**src/rtl/udiv64_pkg.sv**
```systemverilog
// Shared types and constants of the 64-bit unsigned divider.
`default_nettype none

package udiv64_pkg;

    // Width of the operand and quotient fields on the ports.
    localparam int FIELD_W = 64;

    // Default working width of the division.
    localparam int DATA_WIDTH_DEF = 64;

    typedef struct packed {
        logic [FIELD_W-1:0] dividend;
        logic [FIELD_W-1:0] divisor;
    } t_udiv64_in;

    typedef struct packed {
        logic [FIELD_W-1:0] quotient;
        logic               divide_by_zero;
    } t_udiv64_out;

    // Sequencer commands to the datapath and the output register.
    typedef struct packed {
        logic load;    // capture a new word into the shift registers
        logic step;    // retire one quotient bit
        logic finish;  // hand the quotient to the output register
    } t_udiv64_ctl;

endpackage

`default_nettype wire

```
**src/rtl/udiv64_ctrl.sv**
```systemverilog
// Sequencer of the divider: bit counter and run state.
`default_nettype none

module udiv64_ctrl
    import udiv64_pkg::*;
#(
    parameter int DATA_WIDTH = DATA_WIDTH_DEF
) (
    input  wire logic  i_clk,
    input  wire logic  i_rst_n,
    input  wire logic  i_in_valid,
    input  wire logic  i_out_free,
    output logic       o_in_stall,
    output t_udiv64_ctl o_ctl
);

    localparam int CNT_W = $clog2(DATA_WIDTH);
    localparam logic [CNT_W-1:0] CNT_LAST = CNT_W'(DATA_WIDTH - 1);

    localparam logic [1:0] ST_IDLE = 2'd0;
    localparam logic [1:0] ST_RUN  = 2'd1;
    localparam logic [1:0] ST_DONE = 2'd2;

    logic [1:0]       r_state, n_state;
    logic [CNT_W-1:0] r_cnt, n_cnt;

    always_comb begin
        n_state      = r_state;
        n_cnt        = r_cnt;
        o_ctl        = '0;
        o_in_stall   = 1'b1;
        case (r_state)
            ST_IDLE: begin
                o_in_stall = 1'b0;
                if (i_in_valid) begin
                    o_ctl.load = 1'b1;
                    n_cnt      = CNT_LAST;
                    n_state    = ST_RUN;
                end
            end
            ST_RUN: begin
                o_ctl.step = 1'b1;
                if (r_cnt == '0) begin
                    n_state = ST_DONE;
                end else begin
                    n_cnt = r_cnt - 1'b1;
                end
            end
            ST_DONE: begin
                // hold the quotient until the output register can take it
                if (i_out_free) begin
                    o_ctl.finish = 1'b1;
                    n_state      = ST_IDLE;
                end
            end
            default: begin
                n_state = ST_IDLE;
            end
        endcase
    end

    always_ff @(posedge i_clk) begin
        if (!i_rst_n) begin
            r_state <= ST_IDLE;
            r_cnt   <= '0;
        end else begin
            r_state <= n_state;
            r_cnt   <= n_cnt;
        end
    end

endmodule

`default_nettype wire

```
**src/rtl/udiv64_dp.sv**
```systemverilog
// Shift-and-subtract datapath of the divider, one quotient bit per step.
`default_nettype none

module udiv64_dp
    import udiv64_pkg::*;
#(
    parameter int DATA_WIDTH = DATA_WIDTH_DEF
) (
    input  wire logic        i_clk,
    input  wire t_udiv64_ctl i_ctl,
    input  wire t_udiv64_in  i_in_data,
    output t_udiv64_out      o_result
);

    logic [DATA_WIDTH-1:0] r_rem, n_rem;
    logic [DATA_WIDTH-1:0] r_num, n_num;   // dividend shifts out, quotient shifts in
    logic [DATA_WIDTH-1:0] r_den, n_den;
    logic                  r_dz, n_dz;

    logic [DATA_WIDTH:0]   w_trial;
    logic [DATA_WIDTH:0]   w_diff;

    assign w_trial = {r_rem, r_num[DATA_WIDTH-1]};
    assign w_diff  = w_trial - {1'b0, r_den};

    always_comb begin
        n_rem = r_rem;
        n_num = r_num;
        n_den = r_den;
        n_dz  = r_dz;
        if (i_ctl.load) begin
            n_rem = '0;
            n_num = i_in_data.dividend[DATA_WIDTH-1:0];
            n_den = i_in_data.divisor[DATA_WIDTH-1:0];
            n_dz  = (i_in_data.divisor[DATA_WIDTH-1:0] == '0);
        end else if (i_ctl.step) begin
            // keep the difference when no borrow, else restore
            if (!w_diff[DATA_WIDTH]) begin
                n_rem = w_diff[DATA_WIDTH-1:0];
            end else begin
                n_rem = w_trial[DATA_WIDTH-1:0];
            end
            n_num = {r_num[DATA_WIDTH-2:0], ~w_diff[DATA_WIDTH]};
        end
    end

    always_ff @(posedge i_clk) begin
        r_rem <= n_rem;
        r_num <= n_num;
        r_den <= n_den;
        r_dz  <= n_dz;
    end

    // A zero divisor never borrows, so the quotient comes out all ones.
    assign o_result.quotient       = FIELD_W'(r_num);
    assign o_result.divide_by_zero = r_dz;

endmodule

`default_nettype wire

```
**src/rtl/unsigned_divider_64.sv**
```systemverilog
// Top level of the 64-bit unsigned divider.
//
// Divides an unsigned dividend by an unsigned divisor and returns the exact
// truncated quotient. A word is accepted when i_in_valid is high and
// o_in_stall is low; the result word is taken when o_out_valid is high and
// i_out_stall is low. The low DATA_WIDTH bits of each operand are used and
// the quotient is zero-extended to 64 bits. A zero divisor returns all ones
// within DATA_WIDTH with divide_by_zero set; a zero dividend returns zero.
// The core is a restoring shift-and-subtract divider that retires one
// quotient bit per cycle through a (DATA_WIDTH+1)-bit subtractor. A word
// passes through capture, DATA_WIDTH steps and a hand-off that waits for
// a free output register. The result sits in that output register, so
// the next word is taken while an earlier result still waits downstream.
`default_nettype none

module unsigned_divider_64
    import udiv64_pkg::*;
#(
    parameter int DATA_WIDTH = DATA_WIDTH_DEF
) (
    input  wire logic       i_clk,
    input  wire logic       i_rst_n,
    input  wire logic       i_in_valid,
    output logic            o_in_stall,
    input  wire t_udiv64_in i_in_data,
    output logic            o_out_valid,
    input  wire logic       i_out_stall,
    output t_udiv64_out     o_out_data
);

    t_udiv64_ctl w_ctl;
    t_udiv64_out w_result;
    logic        w_out_free;

    logic        r_out_valid, n_out_valid;
    t_udiv64_out r_out_data, n_out_data;

    // The output register is free when empty or being drained this cycle.
    assign w_out_free = !r_out_valid || !i_out_stall;

    udiv64_ctrl #(
        .DATA_WIDTH (DATA_WIDTH)
    ) u_ctrl (
        .i_clk      (i_clk),
        .i_rst_n    (i_rst_n),
        .i_in_valid (i_in_valid),
        .i_out_free (w_out_free),
        .o_in_stall (o_in_stall),
        .o_ctl      (w_ctl)
    );

    udiv64_dp #(
        .DATA_WIDTH (DATA_WIDTH)
    ) u_dp (
        .i_clk     (i_clk),
        .i_ctl     (w_ctl),
        .i_in_data (i_in_data),
        .o_result  (w_result)
    );

    always_comb begin
        n_out_valid = r_out_valid;
        n_out_data  = r_out_data;
        if (w_ctl.finish) begin
            // load the new quotient; the old word, if any, leaves now
            n_out_valid = 1'b1;
            n_out_data  = w_result;
        end else if (r_out_valid && !i_out_stall) begin
            n_out_valid = 1'b0;
        end
    end

    always_ff @(posedge i_clk) begin
        if (!i_rst_n) begin
            r_out_valid <= 1'b0;
        end else begin
            r_out_valid <= n_out_valid;
        end
    end

    // Payload needs no reset.
    always_ff @(posedge i_clk) begin
        r_out_data <= n_out_data;
    end

    assign o_out_valid = r_out_valid;
    assign o_out_data  = r_out_data;

endmodule

`default_nettype wire

```
**config.mk**
```make
export PLATFORM = sky130hd
export DESIGN_NAME = unsigned_divider_64
export DESIGN_NICKNAME = d
export VERILOG_FILES = /design/src/rtl/udiv64_pkg.sv /design/src/rtl/udiv64_ctrl.sv /design/src/rtl/udiv64_dp.sv /design/src/rtl/unsigned_divider_64.sv
export SDC_FILE = /design/constraint.sdc
export NUM_CORES = 1
export LEC_CHECK = 0
export BUFFER_PORTS_ARGS = -buffer_cell sky130_fd_sc_hd__buf_2
export CORE_MARGIN = 4
export CORE_UTILIZATION = 35
export DETAILED_ROUTE_END_ITERATION = 10
export SLEW_MARGIN = 20
export SYNTH_ARGS = -nofsm -noshare
export SYNTH_HDL_FRONTEND = slang
export SYNTH_HIERARCHICAL = 1
export SYNTH_SLANG_ARGS = --single-unit
```
**constraint.sdc**
```tcl
create_clock -name i_clk -period 5.66 [get_ports i_clk]
set_input_delay 0.283 -clock i_clk [delete_from_list [all_inputs] [get_ports i_clk]]
set_output_delay 0.283 -clock i_clk [all_outputs]
set_load 0.05 [all_outputs]
```
==> flow_summary.ini, run 1 <==
[final_layout]
area_delta_synth_final_pct = 24.5
fin_util = 0.443
drive_above_1_share = 0.211
final_cells = 2140
final_nets = 1791
insertedDiodeCount = 0

[routing]
drt_pass1_iterations = 4
via_per_inst = 5.15
wl_um = 37900
dr.first_iter.drc_count = 680
route.detailed.wl_per_inst_um = 17.7
drtAntennaViolNets = 0
vias = 11000
drc = 0

[floorplan]
design.die.area_um2 = 43800
fp.dieH_um = 209
pin_count = 199
floorplan.initialDensity = 0.355
coreArea_um2 = 39900
die_w_um = 209
floorplan.rows = 73

[synthesis]
synth-compound-area-share = 0.163
synth_edf_count = 194
syn_inst = 1306
ys_ff_latch = 267
netlist_area_um2 = 14200
synthXorXnorAreaFrac = 0.0340
ys.warnings.count = 6
async_reset_ff_frac = 0
yosys.area_share.simple = 0.107
synth_fa_ha_area_frac = 0.0596
avgSynthCellArea_um2 = 10.9
ys_seq_area_frac = 0.514
synth_top_flop_cell = edfxtp_1
synth_top_family_by_area = compound AO/OA/AOI/OAI gates
synth_cell_types = 72
muxShareOfSynthArea = 0.0775
syn_nets = 1505

[power_and_ir_drop]
p_per_area_nw_per_um2 = 373
leakagePower_nw = 7.06
ir_worst_vdd_mv = 0.209

[cts]
cts_sinks = 267
h-tree-depth = 1
post_cts_resized = 0
clk_pin_slew_worst_paths_ps = 60
cts_root_buf = clkbuf_16
numCtsBuffers = 30
cts_hold_buf = 109
cts_setup_buffers = 0
cts_tree = done
clk_path_buf_depth = 3
clock_latency_ps = 580

[critical_path]
slowest_delay_ps = 710
rrSetupSlack_ps = 1470
path_buf_inv = 2
required_ps = 6110
cp-end-kind = register
critical_path.cell_chain = inv_1 -> ha_1 -> fa_1 -> nand2b_1 -> a21oi_1 -> o211ai_1 -> a211oi_1 -> nor2_1 -> a311oi_4 -> buf_4 -> nor3_2 -> a221oi_1 -> o311ai_1
r2r_end = u_dp/r_rem[61]$_SDFFE_PP0P_
cpMaxStageDelayCell = buf_4
worstPathMaxFanout = 49
crit_type = reg -> reg
critPathTopFamily = compound AO/OA/AOI/OAI gates
worstRegToRegCells = 13
critical_path_arrival_ps = 4640
startpoint_type = register
r2r_start = u_dp/r_num[63]$_DFFE_PP_

[global_routing]
first_global_vias = 11000
grt_pass1_wl_um = 60000
antenna_found_initial = 0
grt_max_degree = 77
grt_use_total = 0.167
grt_overflow_total = 0

[sta]
clock.fmax_ghz = 0.238
worstMarginPinSlew_ps = 991
holdWs_ps = 29.5
setup_viol = 0
slew_headroom = 0.333
finalClockSkew_ps = 16.5
setup_tns_ps = 0
grt_setup_unrepaired = false
timing.final.crit_share = 0.741
hold_viol = 0
slew_violations = 0
period_needed_ps = 4190

[placed_design]
globalplace.congestion = 0.903
placedCellCount = 1976
port_buffers = 198
dp_hpwl_um = 27400

[min_path]
hp-class = in -> reg
whs_path_depth = 2
whs_endpoint = u_dp/r_num[1]$_DFFE_PP_
holdCritStartpoint = i_in_data[65]

[run]
maxCapViolations = 0

[status]
status = completed
## placed cells by master (no fill, tap or decap), types with 10 or more instances in the layout
cell	Yosys	layout
a211oi_1	47	47
a21o_1	27	27
a21oi_1	112	112
a31oi_1	12	12
buf_2	21	198
clkbuf_16	0	30
dfxtp_1	73	73
dlygate4sd3_1	0	109
edfxtp_1	194	194
ha_1	66	66
inv_1	93	91
mux2_2	63	63
mux2i_1	39	39
nand2_1	71	71
nand3_1	17	17
nand4_1	29	29
nor2_1	108	107
nor2b_1	12	11
nor3_1	10	10
nor4_1	19	19
o21ai_0	43	43
o21bai_1	18	18
xnor2_1	43	43
xor2_1	12	12
## cell usage after synthesis, types with 4 or more instances
| cell type | instances | area share |
|---|---|---|
| o21ai_1 | 8 | 0.0028 |
| nand2b_1 | 9 | 0.0040 |
| dfxtp_1 | 73 | 0.10 |
| xor2_1 | 12 | 0.0074 |
| clkbuf_1 | 30 | 0.0079 |
| nor2b_1 | 12 | 0.0053 |
| buf_4 | 6 | 0.0032 |
| edfxtp_1 | 194 | 0.41 |
| nor3_1 | 10 | 0.0035 |
| or4_1 | 4 | 0.0021 |
| o211ai_1 | 5 | 0.0026 |
| a211oi_1 | 47 | 0.025 |
| nand2_1 | 71 | 0.019 |
| a31oi_1 | 12 | 0.0053 |
| nor2_1 | 108 | 0.029 |
| mux2_2 | 63 | 0.050 |
| a221oi_1 | 6 | 0.0037 |
| and2_1 | 6 | 0.0026 |
| buf_2 | 21 | 0.0074 |
| ha_1 | 66 | 0.058 |
| a21oi_1 | 112 | 0.040 |
| and3_1 | 9 | 0.0040 |
| nor4_1 | 19 | 0.0084 |
| o21bai_1 | 18 | 0.0095 |
| nand3_1 | 17 | 0.0060 |
| nand4_1 | 29 | 0.013 |
| a31o_2 | 6 | 0.0037 |
| mux2i_1 | 39 | 0.028 |
| a21o_1 | 27 | 0.014 |
| o21a_1 | 5 | 0.0026 |
| xnor2_1 | 43 | 0.027 |
| inv_1 | 93 | 0.025 |
| o21ai_0 | 43 | 0.015 |
| a22oi_1 | 9 | 0.0048 |
| o31ai_1 | 4 | 0.0021 |
| a21boi_0 | 9 | 0.0048 |
## final cells by class
cell class,count,area [um2]
timing repair buffer,315,2140
fill,3739,22300
inverter,93,354
clock inverter,21,183
multi-input combinational,885,6270
sequential,267,7290
tap,525,657
clock buffer,34,776
## registers in the layout, indices dropped and copies added, names as in the netlist
name,count
o_out_data,65
u_dp/r_den,64
u_dp/r_num,64
u_dp/r_rem,64
u_ctrl/r_cnt,6
u_ctrl/r_state,2
o_out_valid,1
u_dp/r_dz,1
## worst max path at each step
| stage | slack (ps) | depth (start not counted) | startpoint | to |
|---|---|---|---|---|
| after global placement | 1610 | 13 | u_dp/r_num[63]$_DFFE_PP_ | u_dp/r_rem[61]$_SDFFE_PP0P_ |
| after floorplan | 1570 | 7 | u_ctrl/r_state[0]$_SDFFE_PN0P_ | u_dp/r_num[0]$_DFFE_PP_ |
| final | 1470 | 13 | u_dp/r_num[63]$_DFFE_PP_ | u_dp/r_rem[61]$_SDFFE_PP0P_ |
| after CTS | 1420 | 13 | u_dp/r_num[63]$_DFFE_PP_ | u_dp/r_rem[61]$_SDFFE_PP0P_ |
| after global routing | 1120 | 13 | u_dp/r_num[63]$_DFFE_PP_ | u_dp/r_rem[61]$_SDFFE_PP0P_ |
| after detailed placement | 1480 | 13 | u_dp/r_num[63]$_DFFE_PP_ | u_dp/r_rem[61]$_SDFFE_PP0P_ |
## cells by family after synthesis
family,count (synthesis)
simple gates,312
compound gates,349
fa+ha+maj,67
mux,102
flops,267
xor+xnor,55
buf+inv,154
## stage by stage
step                cell area (um2)  power, mW  setup WS, ps
finish                        17700       6.58          1470
global route                  17700       7.02          1120
CTS                           17700       6.64          1420
detailed placement            15600       4.68          1480
global placement              15600       4.65          1610
floorplan                     14200       4.19          1570
## worst register-to-register path, cell delays in order (launching register included)
cell      delay (ps)
edfxtp_1         350
inv_1             60
ha_1             220
fa_1             400
nand2b_1         190
a21oi_1          390
o211ai_1         230
a211oi_1         320
nor2_1           140
a311oi_4         330
buf_4            710
nor3_2           300
a221oi_1         300
o311ai_1         140
## routing by layer
metal	vias to the layer above	track usage	part of all wire
met5	-	0	0
met4	0	0.0371	0.024
met3	45	0.0262	0.056
met2	326	0.273	0.46
met1	5194	0.235	0.47
li1	5447	-	-
## report_power, final
group          total, mW  internal [mW]  switching [mW]
Combinational       2.16          0.899            1.26
Sequential          2.55           2.40           0.158
Clock               1.87           1.04           0.828
Total               6.58           4.34            2.25
No activity file was read; power rests on OpenSTA's default activity.
==> run 2: changes to the inputs <==
- clock period: 5.66 -> 4.4 ns (I/O delays scaled with it)
==> flow_summary.ini, run 2 (synthesized netlist as in run 1, its figures left out) <==
[critical_path]
crit_type = reg -> reg
worstPathMaxFanout = 12
critical_path.cell_chain = inv_1 -> ha_1 -> fa_1 -> nand2b_1 -> a21oi_1 -> o211ai_1 -> a211oi_1 -> nor2_1 -> a311oi_4 -> nand3_1 -> or4_1 -> nand3_1
slowest_delay_ps = 620
cp-end-kind = register
critical_path_arrival_ps = 4480
cpMaxStageDelayCell = or4_1
startpoint_type = register
crit_top_cell = nand3_1
required_ps = 4910

[global_routing]
first_global_vias = 11100
grt_max_degree = 162
grt_pass1_wl_um = 60500
use_met1 = 0.231
grt_overflow_total = 0
antenna_found_initial = 0
met2_usage = 0.282
grt_use_total = 0.168
use_met3 = 0.0248
top_usage_layer = met2

[status]
status = completed

[sta]
period_needed_ps = 3970
timing.final.crit_share = 0.903
setup_ws_ps = 428
setup_viol = 0
grt_setup_unrepaired = false
worstMarginPinSlew_ps = 1130
slew_headroom = 0.249
hold_viol = 0
slew_violations = 0
holdWs_ps = 38.1
clock.fmax_ghz = 0.252
setup_tns_ps = 0
finalClockSkew_ps = 16.7

[final_layout]
final_cells = 2161
area_delta_synth_final_pct = 26.1
drive_above_1_share = 0.207
layout_common_cells = buf_2 (198), edfxtp_1 (194), dlygate4sd3_1 (130), a21oi_1 (112), nor2_1 (107)
insertedDiodeCount = 0
final_nets = 1813
final_common_cell = buf_2
largest_reg_flops = 65

[min_path]
hp-class = in -> reg

[placed_design]
dp_hpwl_um = 27700
port_buffers = 198
place_ws_ps = 484
globalplace.congestion = 0.903
placedCellCount = 1977

[floorplan]
floorplan.rows = 73
pin_count = 199
coreArea_um2 = 39900
die_w_um = 209
fp.dieH_um = 209
floorplan.initialDensity = 0.355
design.die.area_um2 = 43800

[cts]
cts_tree = done
cts_root_buf = clkbuf_16
cts_hold_buf = 129
cts_sinks = 267
clk_pin_slew_worst_paths_ps = 60
clock_latency_ps = 580
post_cts_resized = 0
h-tree-depth = 1
numCtsBuffers = 30
cts_setup_buffers = 0
clk_path_buf_depth = 3

[routing]
drt_pass1_iterations = 6
drtAntennaViolNets = 0
wl_um = 38400
vias = 11200
via_per_inst = 5.16
dr.first_iter.drc_count = 686
drc = 0
route.detailed.wl_per_inst_um = 17.8

[power_and_ir_drop]
power_mw = 8.49
p_per_area_nw_per_um2 = 475
leakagePower_nw = 7.15
ir_worst_vdd_mv = 0.332

[run]
maxCapViolations = 0
==> run 2: cell types whose count changed in the layout (fill, tap and decap cells not counted), sizes merged <==
| cell | delta |
|---|---|
| clkinvlp | +2 |
| buf | +1 |
| clkinv | -2 |
| dlygate4sd3 | +21 |
| inv | -1 |
==> run 2: worst max-delay path, delay by kind of cell, from the launching register on <==
kind | cells | cell delay [ps]
AND/OR/NAND/NOR | 5 | 1470
AO/OA/AOI/OAI | 4 | 1400
adder cells (fa/ha/maj) | 2 | 630
flip-flops | 1 | 350
buffers and inverters | 1 | 60
==> run 2: worst paths after layout <==
| path | startpoint | end | slack [ps] | cells after the start |
|---|---|---|---|---|
| worst min register to register | u_dp/r_dz$_DFFE_PP_ | o_out_data[0]$_DFFE_PP_ | 440 | 0 |
| worst min-delay path | i_in_data[123] | u_dp/r_num[59]$_DFFE_PP_ | 40 | 2 |
| worst max-delay path | u_dp/r_num[63]$_DFFE_PP_ | u_dp/r_rem[57]$_SDFFE_PP0P_ | 430 | 12 |
| worst max register to register | u_dp/r_num[63]$_DFFE_PP_ | u_dp/r_rem[57]$_SDFFE_PP0P_ | 430 | 12 |
==> run 2: power by group <==
group          leakage (nW)  total [mW]  switching (mW)  internal, mW
Clock                 0.449        2.38            1.04          1.33
Sequential             2.44        3.29           0.205          3.08
Combinational          4.26        2.83            1.64          1.19
==> run 2: metrics by stage <==
| step | area, um2 | utilization |
|---|---|---|
| after floorplan | 14200 | - |
| after global placement | 15600 | 0.392 |
| after detailed placement | 15600 | 0.392 |
| after CTS | 17900 | 0.448 |
| after global routing | 17900 | 0.448 |
| final | 17900 | 0.448 |
==> run 2: metal layers <==
| metal | part of all wire | wire, um |
|---|---|---|
| met1 | 0.46 | 17800 |
| met2 | 0.46 | 17700 |
| met3 | 0.051 | 1950 |
| met4 | 0.023 | 893 |
| met5 | 0 | 0 |
==> run 2: final cells by class <==
class / count / area (um2)
multi-input cells: 885 / 6270
flip-flops and latches: 267 / 7290
clock buffers: 34 / 776
repair buffers: 337 / 2380
inverters: 93 / 354
clock inverters: 20 / 163
well taps: 525 / 657
fillers: 3712 / 22000
